===== src/rtl/core/mep_pkg.sv =====
// mep_pkg: shared types and constants for the mandelbrot escape-time pixel unit
// holds widths, register indexes, sequencer states and the multiplier/accumulator op tags
// no dependencies
package mep_pkg;

    // field widths
    localparam int C_CFG_W       = 40;
    localparam int C_STEP_W      = 39;
    localparam int C_ZOOM_W      = 24;
    localparam int C_ITER_W      = 16;
    localparam int C_BAIL_W      = 5;
    localparam int C_COORD_W     = 11;
    localparam int C_COLOR_W     = 8;
    localparam int C_CFG_IDX_W   = 3;
    localparam int C_IN_TDATA_W  = 24;
    localparam int C_OUT_TDATA_W = 64;

    // fixed point: fraction bits of a point coordinate
    localparam int C_FRAC        = 34;
    // fraction bits of inv_zoom
    localparam int C_ZOOM_FRAC   = 16;

    // internal datapath widths
    localparam int C_PT_W        = 52;          // signed point coordinate
    localparam int C_HALF_W      = C_PT_W / 2;  // multiplier operand
    localparam int C_PROD_W      = 2 * C_HALF_W;
    localparam int C_ACC_W       = 2 * C_PT_W;  // exact squares and their sums
    localparam int C_NUM_W       = 48;          // colour numerator / divisor
    localparam int C_SEQ_W       = 3;
    localparam int C_BIT_W       = 3;

    // reset values of the configuration registers
    localparam logic [C_ZOOM_W-1:0] C_INV_ZOOM_RST = 24'd262144;
    localparam logic [C_ITER_W-1:0] C_MAX_ITER_RST = 16'd1500;
    localparam logic [C_BAIL_W-1:0] C_BAILOUT_RST  = 5'd4;

    // 255 squared, scales the iteration count for the root search
    localparam logic [C_ITER_W-1:0]  C_RB_SCALE = 16'd65025;
    localparam logic [C_COLOR_W-1:0] C_FULL     = 8'd255;

    typedef enum logic [C_CFG_IDX_W-1:0] {
        CFG_X_LOW    = 3'd0,
        CFG_Y_LOW    = 3'd1,
        CFG_X_STEP   = 3'd2,
        CFG_Y_STEP   = 3'd3,
        CFG_INV_ZOOM = 3'd4,
        CFG_MAX_ITER = 3'd5,
        CFG_BAILOUT  = 3'd6
    } t_cfg_idx;

    // left shift applied to a partial product before accumulation
    typedef enum logic [1:0] {
        SH_0,
        SH_HALF,
        SH_HALF1,
        SH_FULL
    } t_shf;

    typedef struct packed {
        logic valid;
        t_shf shf;
        logic neg0;
        logic en1;
        logic neg1;
    } t_acc_tag;

    typedef struct packed {
        logic [C_HALF_W-1:0] x;
        logic [C_HALF_W-1:0] y;
        t_acc_tag            tag;
    } t_mul_req;

    typedef struct packed {
        logic clr0;
        logic clr1;
    } t_acc_clr;

    typedef enum logic [4:0] {
        S_IDLE,
        S_CX,
        S_CY,
        S_SQ,
        S_CHECK,
        S_AB,
        S_UPD,
        S_CLASS,
        S_GMUL,
        S_GNUM,
        S_GSAT,
        S_GDIV,
        S_RMUL,
        S_RLIM,
        S_RSQ,
        S_RSCL,
        S_RCMP,
        S_DONE
    } t_state;

endpackage


===== src/rtl/core/mep_mul.sv =====
// mep_mul: shared unsigned multiplier with registered product
// carries the accumulate tag alongside the product; depends on mep_pkg
module mep_mul (
    input  logic                            i_clk,
    input  logic                            i_rst_n,
    input  mep_pkg::t_mul_req               i_req,
    output logic [mep_pkg::C_PROD_W-1:0]    o_prod,
    output mep_pkg::t_acc_tag               o_tag
);
    import mep_pkg::*;

    logic [C_PROD_W-1:0] r_prod;
    t_acc_tag            r_tag;

    always_ff @(posedge i_clk) begin
        r_prod <= i_req.x * i_req.y;
    end

    always_ff @(posedge i_clk) begin
        if (!i_rst_n) begin
            r_tag <= '0;
        end else begin
            r_tag <= i_req.tag;
        end
    end

    assign o_prod = r_prod;
    assign o_tag  = r_tag;

endmodule


===== config.mk =====
export PLATFORM = sky130hd
export DESIGN_NAME = mep_mul
export DESIGN_NICKNAME = d
export VERILOG_FILES = /design/src/rtl/core/mep_pkg.sv /design/src/rtl/core/mep_mul.sv
export SDC_FILE = /design/constraint.sdc
export NUM_CORES = 2
export LEC_CHECK = 0
export ABC_AREA = 1
export BUFFER_PORTS_ARGS = -buffer_cell sky130_fd_sc_hd__buf_2
export CAP_MARGIN = 5
export CORE_ASPECT_RATIO = 2
export CORE_MARGIN = 2
export CORE_UTILIZATION = 56
export DETAILED_ROUTE_END_ITERATION = 6
export PLACE_DENSITY_LB_ADDON = 0.05
export REMOVE_ABC_BUFFERS = 1
export SLEW_MARGIN = 20
export SYNTH_ARGS = -nofsm -noshare
export SYNTH_HDL_FRONTEND = slang
export SYNTH_SLANG_ARGS = --single-unit

===== constraint.sdc =====
create_clock -name i_clk -period 10.9 [get_ports i_clk]
set_clock_uncertainty 0.15 [all_clocks]
set_input_delay 1.09 -clock i_clk [delete_from_list [all_inputs] [get_ports i_clk]]
set_output_delay 1.09 -clock i_clk [all_outputs]
set_load 0.02 [all_outputs]

# Word-level counts from Yosys, hierarchy flattened
# Index checks and enable logic that the tools add are counted.
# W data, S select, Z words.
# op_classes
n_mul	1
# ops
operator	n
$mul A26 B26 Y52	1
# totals
reg_bits	58
output_inout_bits	58
input_bits	60
wordCells	7

# Depth between registers and ports, before layout
# depth
word_depth	1
ltp_mapped	30

# Least setup slack after synthesis
# Ideal clock, no wire load.
# synth_path
path_type	input -> register
startpoint	input i_req[55] in the netlist's numbering
endpoint	register r_prod[41], in the netlist o_prod[41]
setup_time_ns	0.112
cell_stages	26
path_slack_ns	4.167
arrival_ns	6.471
t_required_ns	10.638
n_path_buf	2
path_cell_list	clkbuf_1 > clkbuf_1 > nand2_1 > fa_1 > inv_1 > fa_1 > inv_1 > fa_1 > fa_1 > inv_1 > fa_1 > fa_1 > inv_1 > fa_1 > inv_1 > ha_1 > nand2_2 > inv_1 > nand2_1 > nand2_1 > a21oi_1 > nor2_1 > nor2_1 > nand2_1 > nand2_1 > nand2_1
# synth_via
elab_chain_len	1
# synth_rtl
element	line_no	text
start: declaration	mep_mul.sv:6	input mep_pkg::t_mul_req i_req,
$mul A26 B26 Y52	mep_mul.sv:16	r_prod <= i_req.x * i_req.y;
end signal: assignment	mep_mul.sv:16	
end: declaration	mep_mul.sv:12	logic [C_PROD_W-1:0] r_prod;
# No other way between the ends.
# A chain may end at the register's enable or synchronous reset.

# Final worst setup path
# layout_path
startpoint	input i_req[17] in the netlist's numbering
endpoint	register r_prod[28], in the netlist o_prod[28]
# Same word-level chain as after synthesis.

==> out/results.txt <==
Post-CTS Setup Bufs - 0
Relative slew slack - 52.3%
Htree depth - 3
Hold Buf Count CTS - 0
Largest family of logic cells by synthesized area - adder cells
Yosys top cell by area - fa_1
Crit share post-route - 65.4%
DRT Wirelength - 65.9 mm
Adder-cell share of the synthesized area - 54.1%
Drt pass-1 iters - 5
Row count - 111
Compound-Gate Fraction of Synth Area - 0.663%
CP max-delay cell - fa_1
Max-slew violation count - 0
Fin. Hold Viols - 0
Mapped Area - 25700 µm²
Vias/cell - 4.94
Wire length of the first global-routing pass - 111 mm
Clock Pin Slew Worst Setup and Hold Paths - 0.05 ns
Initial core utilization - 56.3%
Setup CP Type - input port to register
Final setup fails - 0
Die height - 307 µm
Placer Congestion - 0.987
1st-iter DRT viols - 948
FF+latch count, synth - 58
Mux cell area share after synthesis - 0%
HPWL after DPL - 57.2 mm
Yosys cell types - 28
Synth Area in XOR/XNOR - 0.922%
Data required time of the worst path - 10.98 ns
Total number of vias - 20000
CP Capture Type - register
CTS tree - done
Hold Path Class - input port to register
PortBufs - 117
CP Cell Sequence - buf_2, nand2_1, fa_1, fa_1, inv_1, fa_1, inv_1, fa_1, inv_1, fa_1, fa_1, inv_1, fa_1, inv_1, ha_1, nand2_1, nor2_1, nand2_1, nor2_1, nand2_1, nand3_2, xor2_1
Yosys warnings - 0
Cell mode on critical path - fa_1
Core area - 45600 µm²
Actual slew at the worst max-slew pin - 0.716 ns
Num CTS Buffers - 9
Die width - 155 µm
Final min period - 7.12 ns
Clock root buffer master - clkbuf_16
Critical path fanouts, max - 26
Syn_area_per_cell - 7.34 µm²
Final layout net count - 4299
CTS Buffer Depth - 2
Area contributors post-synth - fa_1 (45%), inv_1 (17%), nand2_1 (16%)
Maximum Capacitance Violations - 0
Max Clk Rate - 140 MHz
Per-cell routed wire length - 16.3 µm
Largest net degree at the start of global routing - 27
# IOs - 118
Initial antenna violation count - 0
Synth Instances - 3497
Unrepaired setup endpoints after global routing - no
TNS Setup - 0 ns
Clk sinks - 58
Post-synthesis simple-gate area fraction - 19.9%
CP peak stage delay - 0.56 ns
Post-cts resize count - 0
# diodes - 0
# DRC - 0
Status - completed
Total congestion overflow - 0
Number of global-route vias before repair - 21800
Fillers - 4383
Crit start category - input port
Area Growth Syn to Fin - 4.15%
Die area - 47600 µm²
Seq/Total Area, Yosys - 4.53%
WP data arrival - 7.21 ns
Yosys top cell area share - 44.8%
Number of nets with antenna violations after detailed routing - 0
Layout cell share with drive strength beyond 1 - 6.33%
Total track usage - 29.8%
[cells in the final DEF (no fill, tap or decap), types with 2 or more instances in the layout]
master	count
nor2_2	19
dfxtp_1	58
nand3b_1	2
and2_4	3
clkbuf_1	2
nand2_2	19
nor3_1	4
clkbuf_16	9
nor2_1	50
ha_1	191
inv_2	16
nand2_1	1085
nand3_1	37
xor2_1	24
xnor2_1	3
a21oi_1	25
clkbuf_8	2
nand3_2	9
inv_1	1184
or2_2	2
buf_2	117
o21bai_1	3
buf_4	5
bufinv_16	2
nor2_4	13
fa_1	574
nand4_1	11
nor3_2	2
nor4_1	3
[cell type report]
cell class	count	area, µm²	share of cell area, %
Sequential cell	58	1160	4.35
Clock inverter	2	60.1	0.225
Tap cell	565	707	2.65
Inverter	1200	4500	16.9
Multi-Input combinational cell	2083	19400	72.6
Timing Repair Buffer	122	623	2.33
Clock buffer	13	260	0.974
[sequential cells by signal, indices dropped and copies added (netlist names)]
name,cells
o_prod,52
o_tag,6
[worst max-delay path, delay by kind of cell]
kind / cells / cell delay (ns)
AND/OR/NAND/NOR: 7 / 1.02
adder cells (fa/ha/maj): 8 / 4.00
buffers and inverters: 6 / 0.77
XOR/XNOR: 1 / 0.29
[final timing paths]
path                          to  cells past startpoint       from  slack (ns)
worst min-delay path    o_tag[3]                      3   i_req[3]        0.77
worst max-delay path  o_prod[28]                     22  i_req[17]        3.78
[Yosys cell counts, drive strengths merged]
| library cell | count |
|---|---|
| a21o | 1 |
| a21oi | 26 |
| a31oi | 1 |
| and2 | 3 |
| clkbuf | 156 |
| dfxtp | 58 |
| fa | 574 |
| ha | 191 |
| inv | 1200 |
| nand2 | 1105 |
| nand3 | 46 |
| nand3b | 2 |
| nand4 | 11 |
| nor2 | 82 |
| nor3 | 6 |
| nor4 | 3 |
| o21bai | 3 |
| or2 | 2 |
| xnor2 | 3 |
| xor2 | 24 |
[through the flow]
step           hold slack, ns  util [%]  cell area (µm²)  std cells  setup slack (ns)
3_3_place_gp             1.12      57.9            26400       4028              3.46
5_1_grt                 0.787      58.6            26700       4043              3.49
2_1_floorplan            1.03         -            25100       3341              4.69
3_5_place_dp             1.12      57.9            26400       4028              3.48
6_report                0.772      58.6            26700       4043              3.78
4_1_cts                 0.770      58.6            26700       4043              3.79
[layer usage]
layer  vias up  routed length, µm  track usage (%)
li1       9420                  -                -
met1      9873              26100             37.4
met2       554              34500             54.1
met3       129               3410             3.26
met4         0               1840             8.34
met5         -                  0                0
[cells by family (layout without fill, tap and decap cells)]
family | Yosys count | after routing
xor gates and xnor gates | 27 | 27
DFF | 58 | 58
buffers and inverters | 1356 | 1337
and+or+nand+nor | 1260 | 1260
AOI/OAI and AO/OA | 31 | 31
adders and majority gates | 765 | 765
Power is left out: the tool's default activity adds up to more than one toggle a clock period on the data nets, which glitch-free logic cannot reach.
