### config.mk
export PLATFORM = sky130hd
export DESIGN_NAME = mep_acc
export DESIGN_NICKNAME = d
export VERILOG_FILES = /design/src/rtl/core/mep_pkg.sv /design/src/rtl/core/mep_acc.sv
export SDC_FILE = /design/constraint.sdc
export NUM_CORES = 1
export LEC_CHECK = 0
export ABC_AREA = 1
export BUFFER_PORTS_ARGS = -buffer_cell sky130_fd_sc_hd__buf_2
export CAP_MARGIN = 20
export CORE_ASPECT_RATIO = 0.5
export CORE_MARGIN = 4
export CORE_UTILIZATION = 41
export CTS_BUF_LIST = sky130_fd_sc_hd__clkbuf_4 sky130_fd_sc_hd__clkbuf_8 sky130_fd_sc_hd__clkbuf_16
export CTS_CLUSTER_SIZE = 14
export DETAILED_ROUTE_END_ITERATION = 6
export PLACE_DENSITY = 0.69
export SLEW_MARGIN = 40
export SYNTH_ARGS = -nofsm -noshare
export SYNTH_HDL_FRONTEND = slang
export SYNTH_SLANG_ARGS = --single-unit
### constraint.sdc
create_clock -name i_clk -period 6.45 [get_ports i_clk]
set_input_delay 1.29 -clock i_clk [delete_from_list [all_inputs] [get_ports i_clk]]
set_output_delay 1.29 -clock i_clk [all_outputs]
set_load 0.01 [all_outputs]
### src/rtl/core/mep_pkg.sv
// mep_pkg: shared types and constants for the mandelbrot escape-time pixel unit
// holds widths, register indexes, sequencer states and the multiplier/accumulator op tags
// no dependencies
package mep_pkg;

    // field widths
    localparam int C_CFG_W       = 40;
    localparam int C_STEP_W      = 39;
    localparam int C_ZOOM_W      = 24;
    localparam int C_ITER_W      = 16;
    localparam int C_BAIL_W      = 5;
    localparam int C_COORD_W     = 11;
    localparam int C_COLOR_W     = 8;
    localparam int C_CFG_IDX_W   = 3;
    localparam int C_IN_TDATA_W  = 24;
    localparam int C_OUT_TDATA_W = 64;

    // fixed point: fraction bits of a point coordinate
    localparam int C_FRAC        = 34;
    // fraction bits of inv_zoom
    localparam int C_ZOOM_FRAC   = 16;

    // internal datapath widths
    localparam int C_PT_W        = 52;          // signed point coordinate
    localparam int C_HALF_W      = C_PT_W / 2;  // multiplier operand
    localparam int C_PROD_W      = 2 * C_HALF_W;
    localparam int C_ACC_W       = 2 * C_PT_W;  // exact squares and their sums
    localparam int C_NUM_W       = 48;          // colour numerator / divisor
    localparam int C_SEQ_W       = 3;
    localparam int C_BIT_W       = 3;

    // reset values of the configuration registers
    localparam logic [C_ZOOM_W-1:0] C_INV_ZOOM_RST = 24'd262144;
    localparam logic [C_ITER_W-1:0] C_MAX_ITER_RST = 16'd1500;
    localparam logic [C_BAIL_W-1:0] C_BAILOUT_RST  = 5'd4;

    // 255 squared, scales the iteration count for the root search
    localparam logic [C_ITER_W-1:0]  C_RB_SCALE = 16'd65025;
    localparam logic [C_COLOR_W-1:0] C_FULL     = 8'd255;

    typedef enum logic [C_CFG_IDX_W-1:0] {
        CFG_X_LOW    = 3'd0,
        CFG_Y_LOW    = 3'd1,
        CFG_X_STEP   = 3'd2,
        CFG_Y_STEP   = 3'd3,
        CFG_INV_ZOOM = 3'd4,
        CFG_MAX_ITER = 3'd5,
        CFG_BAILOUT  = 3'd6
    } t_cfg_idx;

    // left shift applied to a partial product before accumulation
    typedef enum logic [1:0] {
        SH_0,
        SH_HALF,
        SH_HALF1,
        SH_FULL
    } t_shf;

    typedef struct packed {
        logic valid;
        t_shf shf;
        logic neg0;
        logic en1;
        logic neg1;
    } t_acc_tag;

    typedef struct packed {
        logic [C_HALF_W-1:0] x;
        logic [C_HALF_W-1:0] y;
        t_acc_tag            tag;
    } t_mul_req;

    typedef struct packed {
        logic clr0;
        logic clr1;
    } t_acc_clr;

    typedef enum logic [4:0] {
        S_IDLE,
        S_CX,
        S_CY,
        S_SQ,
        S_CHECK,
        S_AB,
        S_UPD,
        S_CLASS,
        S_GMUL,
        S_GNUM,
        S_GSAT,
        S_GDIV,
        S_RMUL,
        S_RLIM,
        S_RSQ,
        S_RSCL,
        S_RCMP,
        S_DONE
    } t_state;

endpackage

### src/rtl/core/mep_acc.sv
// mep_acc: two wide accumulators fed by shifted partial products
// acc0 builds |z|^2 then re*im, acc1 builds re^2 - im^2; depends on mep_pkg
module mep_acc (
    input  logic                            i_clk,
    input  logic [mep_pkg::C_PROD_W-1:0]    i_prod,
    input  mep_pkg::t_acc_tag               i_tag,
    input  mep_pkg::t_acc_clr               i_clr,
    output logic [mep_pkg::C_ACC_W-1:0]     o_acc0,
    output logic [mep_pkg::C_ACC_W-1:0]     o_acc1
);
    import mep_pkg::*;

    logic [C_ACC_W-1:0] r_acc0;
    logic [C_ACC_W-1:0] r_acc1;
    logic [C_ACC_W-1:0] w_sp;

    always_comb begin
        unique case (i_tag.shf)
            SH_0:     w_sp = C_ACC_W'(i_prod);
            SH_HALF:  w_sp = C_ACC_W'(i_prod) << C_HALF_W;
            SH_HALF1: w_sp = C_ACC_W'(i_prod) << (C_HALF_W + 1);  // cross term, doubled
            SH_FULL:  w_sp = C_ACC_W'(i_prod) << (2 * C_HALF_W);
            default:  w_sp = C_ACC_W'(i_prod);
        endcase
    end

    always_ff @(posedge i_clk) begin
        if (i_clr.clr0) begin
            r_acc0 <= '0;
        end else if (i_tag.valid) begin
            r_acc0 <= i_tag.neg0 ? (r_acc0 - w_sp) : (r_acc0 + w_sp);
        end
    end

    always_ff @(posedge i_clk) begin
        if (i_clr.clr1) begin
            r_acc1 <= '0;
        end else if (i_tag.valid && i_tag.en1) begin
            r_acc1 <= i_tag.neg1 ? (r_acc1 - w_sp) : (r_acc1 + w_sp);
        end
    end

    assign o_acc0 = r_acc0;
    assign o_acc1 = r_acc1;

endmodule

# Yosys cells after proc, flatten, opt, wreduce, memory -nomap -nowiden
# Cells that the tools add are included.
[op_classes]
add_sub_neg = 4
multipliers = 0
div = 0
order_cmp = 0
n_eq_ne = 3
shift = 0
muxes = 3
n_bitwise = 0
reduce_logical = 2
[ops]
columns = ["op", "count"]
rows = [
  ["104-bit case mux with 4 select lines", 1],
  ["104-bit adder", 2],
  ["104-bit two-way mux", 2],
  ["104-bit subtractor", 2],
  ["2-bit == test, second input constant", 2],
  ["2-bit by 1-bit == test with 1-bit output, second input constant", 1],
  ["2-bit zero test", 1],
  ["1-bit logical AND", 1],
]
[totals]
register_bits = 208
latchBits = 0
ramBits = 0
rom_bits = 0
in_bits = 61
out_inout_bits = 208
elab_cells = 14
n_memories = 0

# Logic depth before layout (Yosys ltp)
# Gate-level depths: netlist of the first run.
[logic_depth]
ltp_word = 4
depth_mapped = 38
ltp_nobuf = 38

# Worst setup path after synthesis of the first run
# OpenSTA, ideal clock, no wires.
[synth_timing]
kind = "input to register"
from = "input i_tag[4] (netlist bit)"
to = "register r_acc1[103] (netlist: o_acc1[103])"
setup_time_ns = 0.110
arrival_time_ns = 4.960
setup_slack_ns = 1.380
stages = 32
path_cell_list = "buf_6 nor2_2 buf_6 nand2_2 ha_1 inv_1 nor2_1 nand2_1 nor2_2 nand3_2 inv_1 nand4_2 nor3_4 nand2_2 nor2_4 nand3_1 nand3_1 o21ai_0 ha_1 a21oi_1 o21ai_0 a21oi_1 a21boi_0 nand2_1 nand2_1 nand2_1 nor2_1 nand3_1 nand3_1 nand2_1 inv_1 nor2_1"
[synth_via]
elab_chain_cells = 4
elab_cells_between_ends = 8
cone_classes = "add/sub: 2; eq/ne: 3; mux: 2; reduce/logical: 1"
[synth_lines]
columns = ["item", "line_no", "source"]
rows = [
  ["start, declared", "mep_acc.sv:6", "input mep_pkg::t_acc_tag i_tag,"],
  ["2-bit == test, or another cell as far along", "mep_acc.sv:18", "unique case (i_tag.shf)"],
  ["104-bit case mux with 4 select lines *", "mep_acc.sv:18", ""],
  ["104-bit adder / 104-bit subtractor (equally long branches)", "mep_acc.sv:39", "r_acc1 <= i_tag.neg1 ? (r_acc1 - w_sp) : (r_acc1 + w_sp);"],
  ["104-bit two-way mux *", "mep_acc.sv:39", ""],
  ["end signal, assigned", "mep_acc.sv:39", ""],
  ["end, declared", "mep_acc.sv:14", "logic [C_ACC_W-1:0] r_acc1;"],
]
# Every way passes the cells marked *; elsewhere a longest branch is shown, timed or not.
# A chain may end at the register's enable or synchronous reset.

# Worst setup path in the final report of the first run
[layout_timing]
from = "input i_tag[4] (netlist bit)"
to = "register r_acc1[91] (netlist: o_acc1[91])"
# The elaborated chain is that of the path after synthesis.

==> run_results.csv, run 1 <==
group,metric,value,unit
pwr,sw_frac_of_total,0.505,
sta,fin_hold_ws,495,ps
synthesis,syn_inst,5712,
synthesis,synth_top_family_by_area,"simple AND/OR/NAND/NOR gates",
worst_setup_path,slowest_delay,520,ps
synthesis,synth_enable_flop_cells,0,
worst_setup_path,critPathMaxFanout,25,
placed_design,routabilityCongestion,1.12,
worst_setup_path,crit_required,6940,ps
placed_design,portBuffers,268,
sta,max_freq,0.159,GHz
worst_setup_path,worstSetupStartpointType,"primary input",
synthesis,seq_area_frac_synth,0.135,
worst_setup_path,path_common_cell,"inv_1",
route,vias,42500,
pwr,p_int,3.85,mW
synthesis,synth_nets,5982,
pwr,finalPower,7.79,mW
job,max-cap-violations,0,
synthesis,syn_area,30800,sq um
synthesis,ys_seq_elements,208,
sta,setup_viol_count_final,0,
placed_design,dp_cells,7334,
sta,grt_setup_unrepaired,"no",
route,vias_per_cell,5.76,
global_routing,track_usage,0.410,
layout,fin_nets,6624,
sta,fin_crit_sh,0.977,
global_routing,grt_pass1_wl,246,mm
cts,holdBufCountCts,0,
route,drc,0,
global_routing,grt_max_degree,148,
pwr,power_frac_clock,0.210,
sta,drv_slew,0,
cts,cts_resized,0,
pwr,powerDensity,208,nW/um^2
floorplanning,start_util,0.418,
cts,cts.root.buffer_cell,"clkbuf_16",
floorplanning,core-area,73700,sq um
sta,relSlewSlack,0.318,
synthesis,synth-compound-area-share,0.218,
cts,cts_tree,"yes",
cts,path_clk_slew,60,ps
synthesis,synthDistinctLibCells,50,
layout,stdcell_count,7383,
route,postRouteAntennaNets,0,
cts,postCtsSetupBuffers,0,
synthesis,synth_fa_ha_area_frac,0.0853,
synthesis,async_reset_ff_frac,0,
layout,drive_above_1_share,0.141,
global_routing,overflow,0,
worst_setup_path,critical_path_buf_inv_count,11,
floorplanning,die-area,79900,sq um
cts,clockBufferDepth,3,
layout,syn_to_final_growth,21.6,%
pwr,p_sw,3.94,mW
synthesis,synth_area_per_cell,5.40,sq um
pwr,p_leak,18.8,nW
route,firstDrtPassIters,7,
sta,period_needed,6300,ps
floorplanning,rows,70,
worst_setup_path,critPathKind,"in2reg",
cts,clock_latency,610,ps
status,status,"complete, no violations",
floorplanning,io-pin-count,269,
layout,utilization,0.508,
min_path,hp-class,"reg2reg",
global_routing,grt_pass1_vias,38200,
sta,finClkSkew,26.5,ps
synthesis,synth_ff_type,"dfxtp_1",
worst_setup_path,end_kind,"register",
synthesis,synth.area.mux_share,0,
worst_setup_path,reg2reg_slack,2970,ps
global_routing,antenna_found_initial,4,
floorplanning,fp.dieH,202,microns
worst_setup_path,worstPathArrival,6800,ps
cts,numCtsBuffers,26,
route,drt-total-wl,174,mm
cts,cts_sinks,208,
synthesis,synth-simple-area-share,0.382,
worst_setup_path,crit_family,"simple AND/OR/NAND/NOR gates",
synthesis,yosysWarningCount,0,
pwr,ir_drop,0.237,mV
worst_setup_path,cpMaxStageDelayCell,"ha_1",
placed_design,dpl.hpwl,146,mm
pwr,seqPwrFrac,0.209,
cts,htree_levels,1,
pwr,combPwrFrac,0.581,
route,wl_per_cell,23.5,microns
synthesis,synth-xor-area-share,0.0520,
sta,finalHoldViolations,0,
sta,worstMarginPinSlew,1010,ps
floorplanning,die_w,396,microns
route,drtIter0Drc,5881,
power by group through the flow:
stage / sequential [mW] / combinational [mW] / clock, mW
floorplan: 1.63 / 2.36 / 0
global placement: 1.64 / 4.27 / 0
detailed placement: 1.64 / 4.30 / 0
CTS: 1.62 / 4.32 / 1.64
global route: 1.63 / 4.82 / 1.69
finish: 1.63 / 4.53 / 1.64
stage by stage:
step                TNS [ps]  instance area (sq um)  setup slack, ps
floorplan                  0                  30800             1380
global placement        -721                  36600             -407
detailed placement      -569                  36600             -342
CTS                        0                  37500              246
global route               0                  37500             29.9
finish                     0                  37500              148
Yosys cell counts, drive strengths merged, types with 27 or more instances:
cell,n,area [sq um]
nor4,27,181
nand2,1207,4560
ha,207,2590
nor2,1095,4230
o21ai,598,2990
a31oi,35,219
inv,896,3360
xnor2,50,438
dfxtp,208,4160
o211ai,47,353
clkbuf,96,360
a21oi,405,2030
o21bai,43,323
buf,43,223
xor2,133,1160
nor3,65,352
nand3,355,1830
nand4,60,388
layout by cell type (no fill, tap or decap), drive strengths merged, types with 5 or more instances in the layout:
master / n
buf: 753
nand2: 1207
a31o: 9
o21ai: 598
nand4: 60
nor3: 65
ha: 207
and3: 5
a31oi: 35
clkbuf: 32
a21o: 26
a211oi: 6
and2: 5
nor2: 1095
o21bai: 43
or2: 16
nor4: 27
o221ai: 13
xnor2: 50
xor2: 133
a21boi: 21
inv: 895
o21a: 22
dfxtp: 208
clkinv: 17
nand3: 355
a21oi: 405
o211ai: 47
metal layers:
metal / global-route usage / part of all wire / up-vias
met1: 0.599 / 0.44 / 19800
met4: 0.105 / 0.033 / 2
met3: 0.101 / 0.13 / 345
met5: 0 / 0.000063 / -
li1: - / - / 19700
met2: 0.596 / 0.40 / 2565
worst register-to-register path: stages (launching register included):
cell     delay (ps)
dfxtp_1         350
inv_1            50
ha_1            250
inv_1           210
nand3_1         100
nand2_1         210
inv_1            80
o21ai_0         500
nand2_1         150
nand3_1         240
nand2_1         210
nand2_1         200
nand2_1          70
nand2_1          90
nand2_1          50
nand2_1         170
nand2_1         130
nand3_1          90
nand3_1          80
nand2_1         100
inv_1            40
state kept, by name (all words and copies together) (netlist names):
signal  cells
o_acc0    104
o_acc1    104
area by class of cell:
type,instances,area [sq um]
fillers,7991,36300
multi-input cells,4466,22700
repair buffers,753,5050
flip-flops and latches,208,4160
inverters,899,3380
well taps,1008,1260
clock buffers,32,732
clock inverters,16,170
diodes,1,2.50
cells by family (layout without fill, tap and decap cells):
logic type	Yosys count	after routing
xor gates and xnor gates	183	183
adders and majority gates	209	209
buffers and inverters	1038	1700
other	0	1
and+or+nand+nor	2843	2843
AOI/OAI and AO/OA	1231	1231
DFF	208	208
final timing paths:
| kind | depth (start not counted) | end | start |
|---|---|---|---|
| worst max-delay path | 30 | o_acc1[91] | i_tag[4] |
| worst max register to register | 20 | o_acc0[95] | o_acc0[0] |
| worst min register to register | 2 | o_acc1[14] | o_acc1[14] |
| worst min-delay path | 2 | o_acc1[14] | o_acc1[14] |
(Power assumes the default switching activity.)
==> run 2, diff against run 1 <==
--- a/config.mk
+++ b/config.mk
@@ -6,7 +6,6 @@
 export NUM_CORES = 1
 export LEC_CHECK = 0
 export ABC_AREA = 1
-export BUFFER_PORTS_ARGS = -buffer_cell sky130_fd_sc_hd__buf_2
 export CAP_MARGIN = 20
 export CORE_ASPECT_RATIO = 0.5
 export CORE_MARGIN = 4
@@ -14,7 +13,8 @@
 export CTS_BUF_LIST = sky130_fd_sc_hd__clkbuf_4 sky130_fd_sc_hd__clkbuf_8 sky130_fd_sc_hd__clkbuf_16
 export CTS_CLUSTER_SIZE = 14
 export DETAILED_ROUTE_END_ITERATION = 6
-export PLACE_DENSITY = 0.69
+export DONT_BUFFER_PORTS = 1
+export PLACE_DENSITY = 0.66
 export SLEW_MARGIN = 40
 export SYNTH_ARGS = -nofsm -noshare
 export SYNTH_HDL_FRONTEND = slang
==> constraint.sdc (replaced) <==
create_clock -name i_clk -period 6.25 [get_ports i_clk]
set_input_delay 1.25 -clock i_clk [delete_from_list [all_inputs] [get_ports i_clk]]
set_output_delay 1.25 -clock i_clk [all_outputs]
set_load 0.01 [all_outputs]
==> run 2 against run 1 <==
  * The flow now finishes with violations (DRC)
  * Hold slack better by 89 ps
  * Critical path depth down 4
  * Via count down 3.1%
  * Clock-buffer cell count up 4
  * Final cell count down 3.2%
  * Power up 0.98%
  * Global-route usage down 0.062 points
  * Critical endpoint is now o_acc1[94]
  * Largest power group unchanged
==> run_results.csv, run 2 (synthesized netlist as in run 1, its figures left out) <==
group,metric,value,unit
status,status,"complete, but fails checks",
status,violations,"DRC",
cts,path_clk_slew,70,ps
sta,fin_hold_ws,583,ps
cts,cts.root.buffer_cell,"clkbuf_16",
sta,setup_viol_count_final,0,
cts,postCtsSetupBuffers,0,
route,drtIter0Drc,6017,
route,wl_per_cell,24.2,microns
pwr,p_leak,17.6,nW
global_routing,grt_pass1_vias,36800,
sta,worstMarginPinSlew,967,ps
sta,period_needed,6160,ps
sta,max_freq,0.162,GHz
route,drc,30,
sta,grt_setup_unrepaired,"no",
global_routing,grt_max_degree,151,
worst_setup_path,critPathMaxFanout,47,
placed_design,portBuffers,0,
layout,fin_nets,6388,
floorplanning,fp.dieH,202,microns
sta,drv_slew,0,
layout,final_common_cell,"nand2_1",
layout,stdcell_count,7147,
sta,finalHoldViolations,0,
worst_setup_path,worstPathArrival,6720,ps
route,firstDrtPassIters,7,
min_path,hp-class,"reg2reg",
global_routing,grt_pass1_wl,245,mm
cts,cts_tree,"yes",
layout,syn_to_final_growth,17.9,%
layout,drive_above_1_share,0.108,
sta,finClkSkew,25.2,ps
floorplanning,start_util,0.418,
global_routing,antenna_found_initial,4,
route,vias,41200,
route,vias_per_cell,5.76,
cts,cts_sinks,208,
worst_setup_path,path_common_cell,"nand2_1",
job,max-cap-violations,0,
placed_design,dpl.hpwl,145,mm
cts,clockBufferDepth,3,
placed_design,routabilityCongestion,1.09,
cts,holdBufCountCts,0,
cts,clock_latency,620,ps
global_routing,track_usage,0.409,
floorplanning,die-area,79900,sq um
route,drt-total-wl,173,mm
worst_setup_path,crit_required,6810,ps
pwr,powerDensity,216,nW/um^2
pwr,ir_drop,0.241,mV
worst_setup_path,worstSetupStartpointType,"primary input",
global_routing,overflow,0,
floorplanning,rows,70,
placed_design,dp_cells,7098,
floorplanning,die_w,396,microns
worst_setup_path,cpMaxStageDelayCell,"ha_1",
route,postRouteAntennaNets,0,
sta,relSlewSlack,0.349,
floorplanning,core-area,73700,sq um
cts,htree_levels,1,
worst_setup_path,end_kind,"register",
sta,fin_crit_sh,0.986,
floorplanning,io-pin-count,269,
layout,final_cell_mix,"nand2_1, nor2_1, inv_1",
layout,utilization,0.493,
worst_setup_path,slowest_delay,540,ps
worst_setup_path,critPathKind,"in2reg",
cts,numCtsBuffers,26,
-- run 2: changes by cell type in the layout (fill, tap and decap cells not counted), sizes merged --
| cell | previous run | this run |
|---|---|---|
| clkinvlp | 1 | 4 |
| clkinv | 17 | 9 |
| clkbuf | 32 | 36 |
| buf | 753 | 517 |
| inv | 895 | 896 |
-- run 2: layer usage --
layer / track usage / up-vias / share of wire
li1: - / 19300 / -
met1: 0.599 / 19200 / 0.45
met2: 0.595 / 2414 / 0.40
met3: 0.101 / 318 / 0.12
met4: 0.104 / 2 / 0.033
met5: 0 / - / 0.000064
-- run 2: what timing repair did --
action | CTS | global route
resized for setup | 0 | 1
setup endpoints to repair | 0 | 1
hold endpoints to repair | 0 | 0
-- run 2: critical path: cells and delay by family --
| kind | cells | cell delay, ps |
|---|---|---|
| adders and majority gates | 1 | 540 |
| and+or+nand+nor | 17 | 3460 |
| xor gates and xnor gates | 1 | 260 |
| AOI/OAI and AO/OA | 2 | 610 |
| buffers and inverters | 5 | 570 |
-- run 2: layout make-up --
type                       count  area (sq um)
antenna                        1          2.50
tap                         1008          1260
timing repair buffer         517          3920
sequential                   208          4160
fill                        8012         37400
clock buffer                  36           768
clock inverter                12           128
multi-input combinational   4466         22700
inverter                     899          3380
-- run 2: final timing paths --
kind                   start  slack, ps          to  cells after the start
setup reg to reg   o_acc0[0]       2590  o_acc0[72]                     19
setup / recovery    i_tag[4]         90  o_acc1[94]                     26
hold / removal    o_acc1[19]        580  o_acc1[19]                      2
hold reg to reg   o_acc1[19]        580  o_acc1[19]                      2
-- run 2: power by group --
group | switching (mW) | internal, mW
Sequential | 0.347 | 1.48
Clock | 0.744 | 0.945
Combinational | 2.83 | 1.52
Total | 3.92 | 3.94
-- run 2: per-stage QoR --
step | total power, mW | TNS (ps) | setup slack (ps) | cell area (sq um)
floorplan | 4.11 | 0 | 1220 | 30800
global placement | 5.95 | -910 | -211 | 35400
detailed placement | 5.98 | -578 | -235 | 35400
CTS | 7.67 | 0 | 389 | 36300
global route | 8.24 | 0 | 34.4 | 36300
finish | 7.87 | 0 | 88.3 | 36300
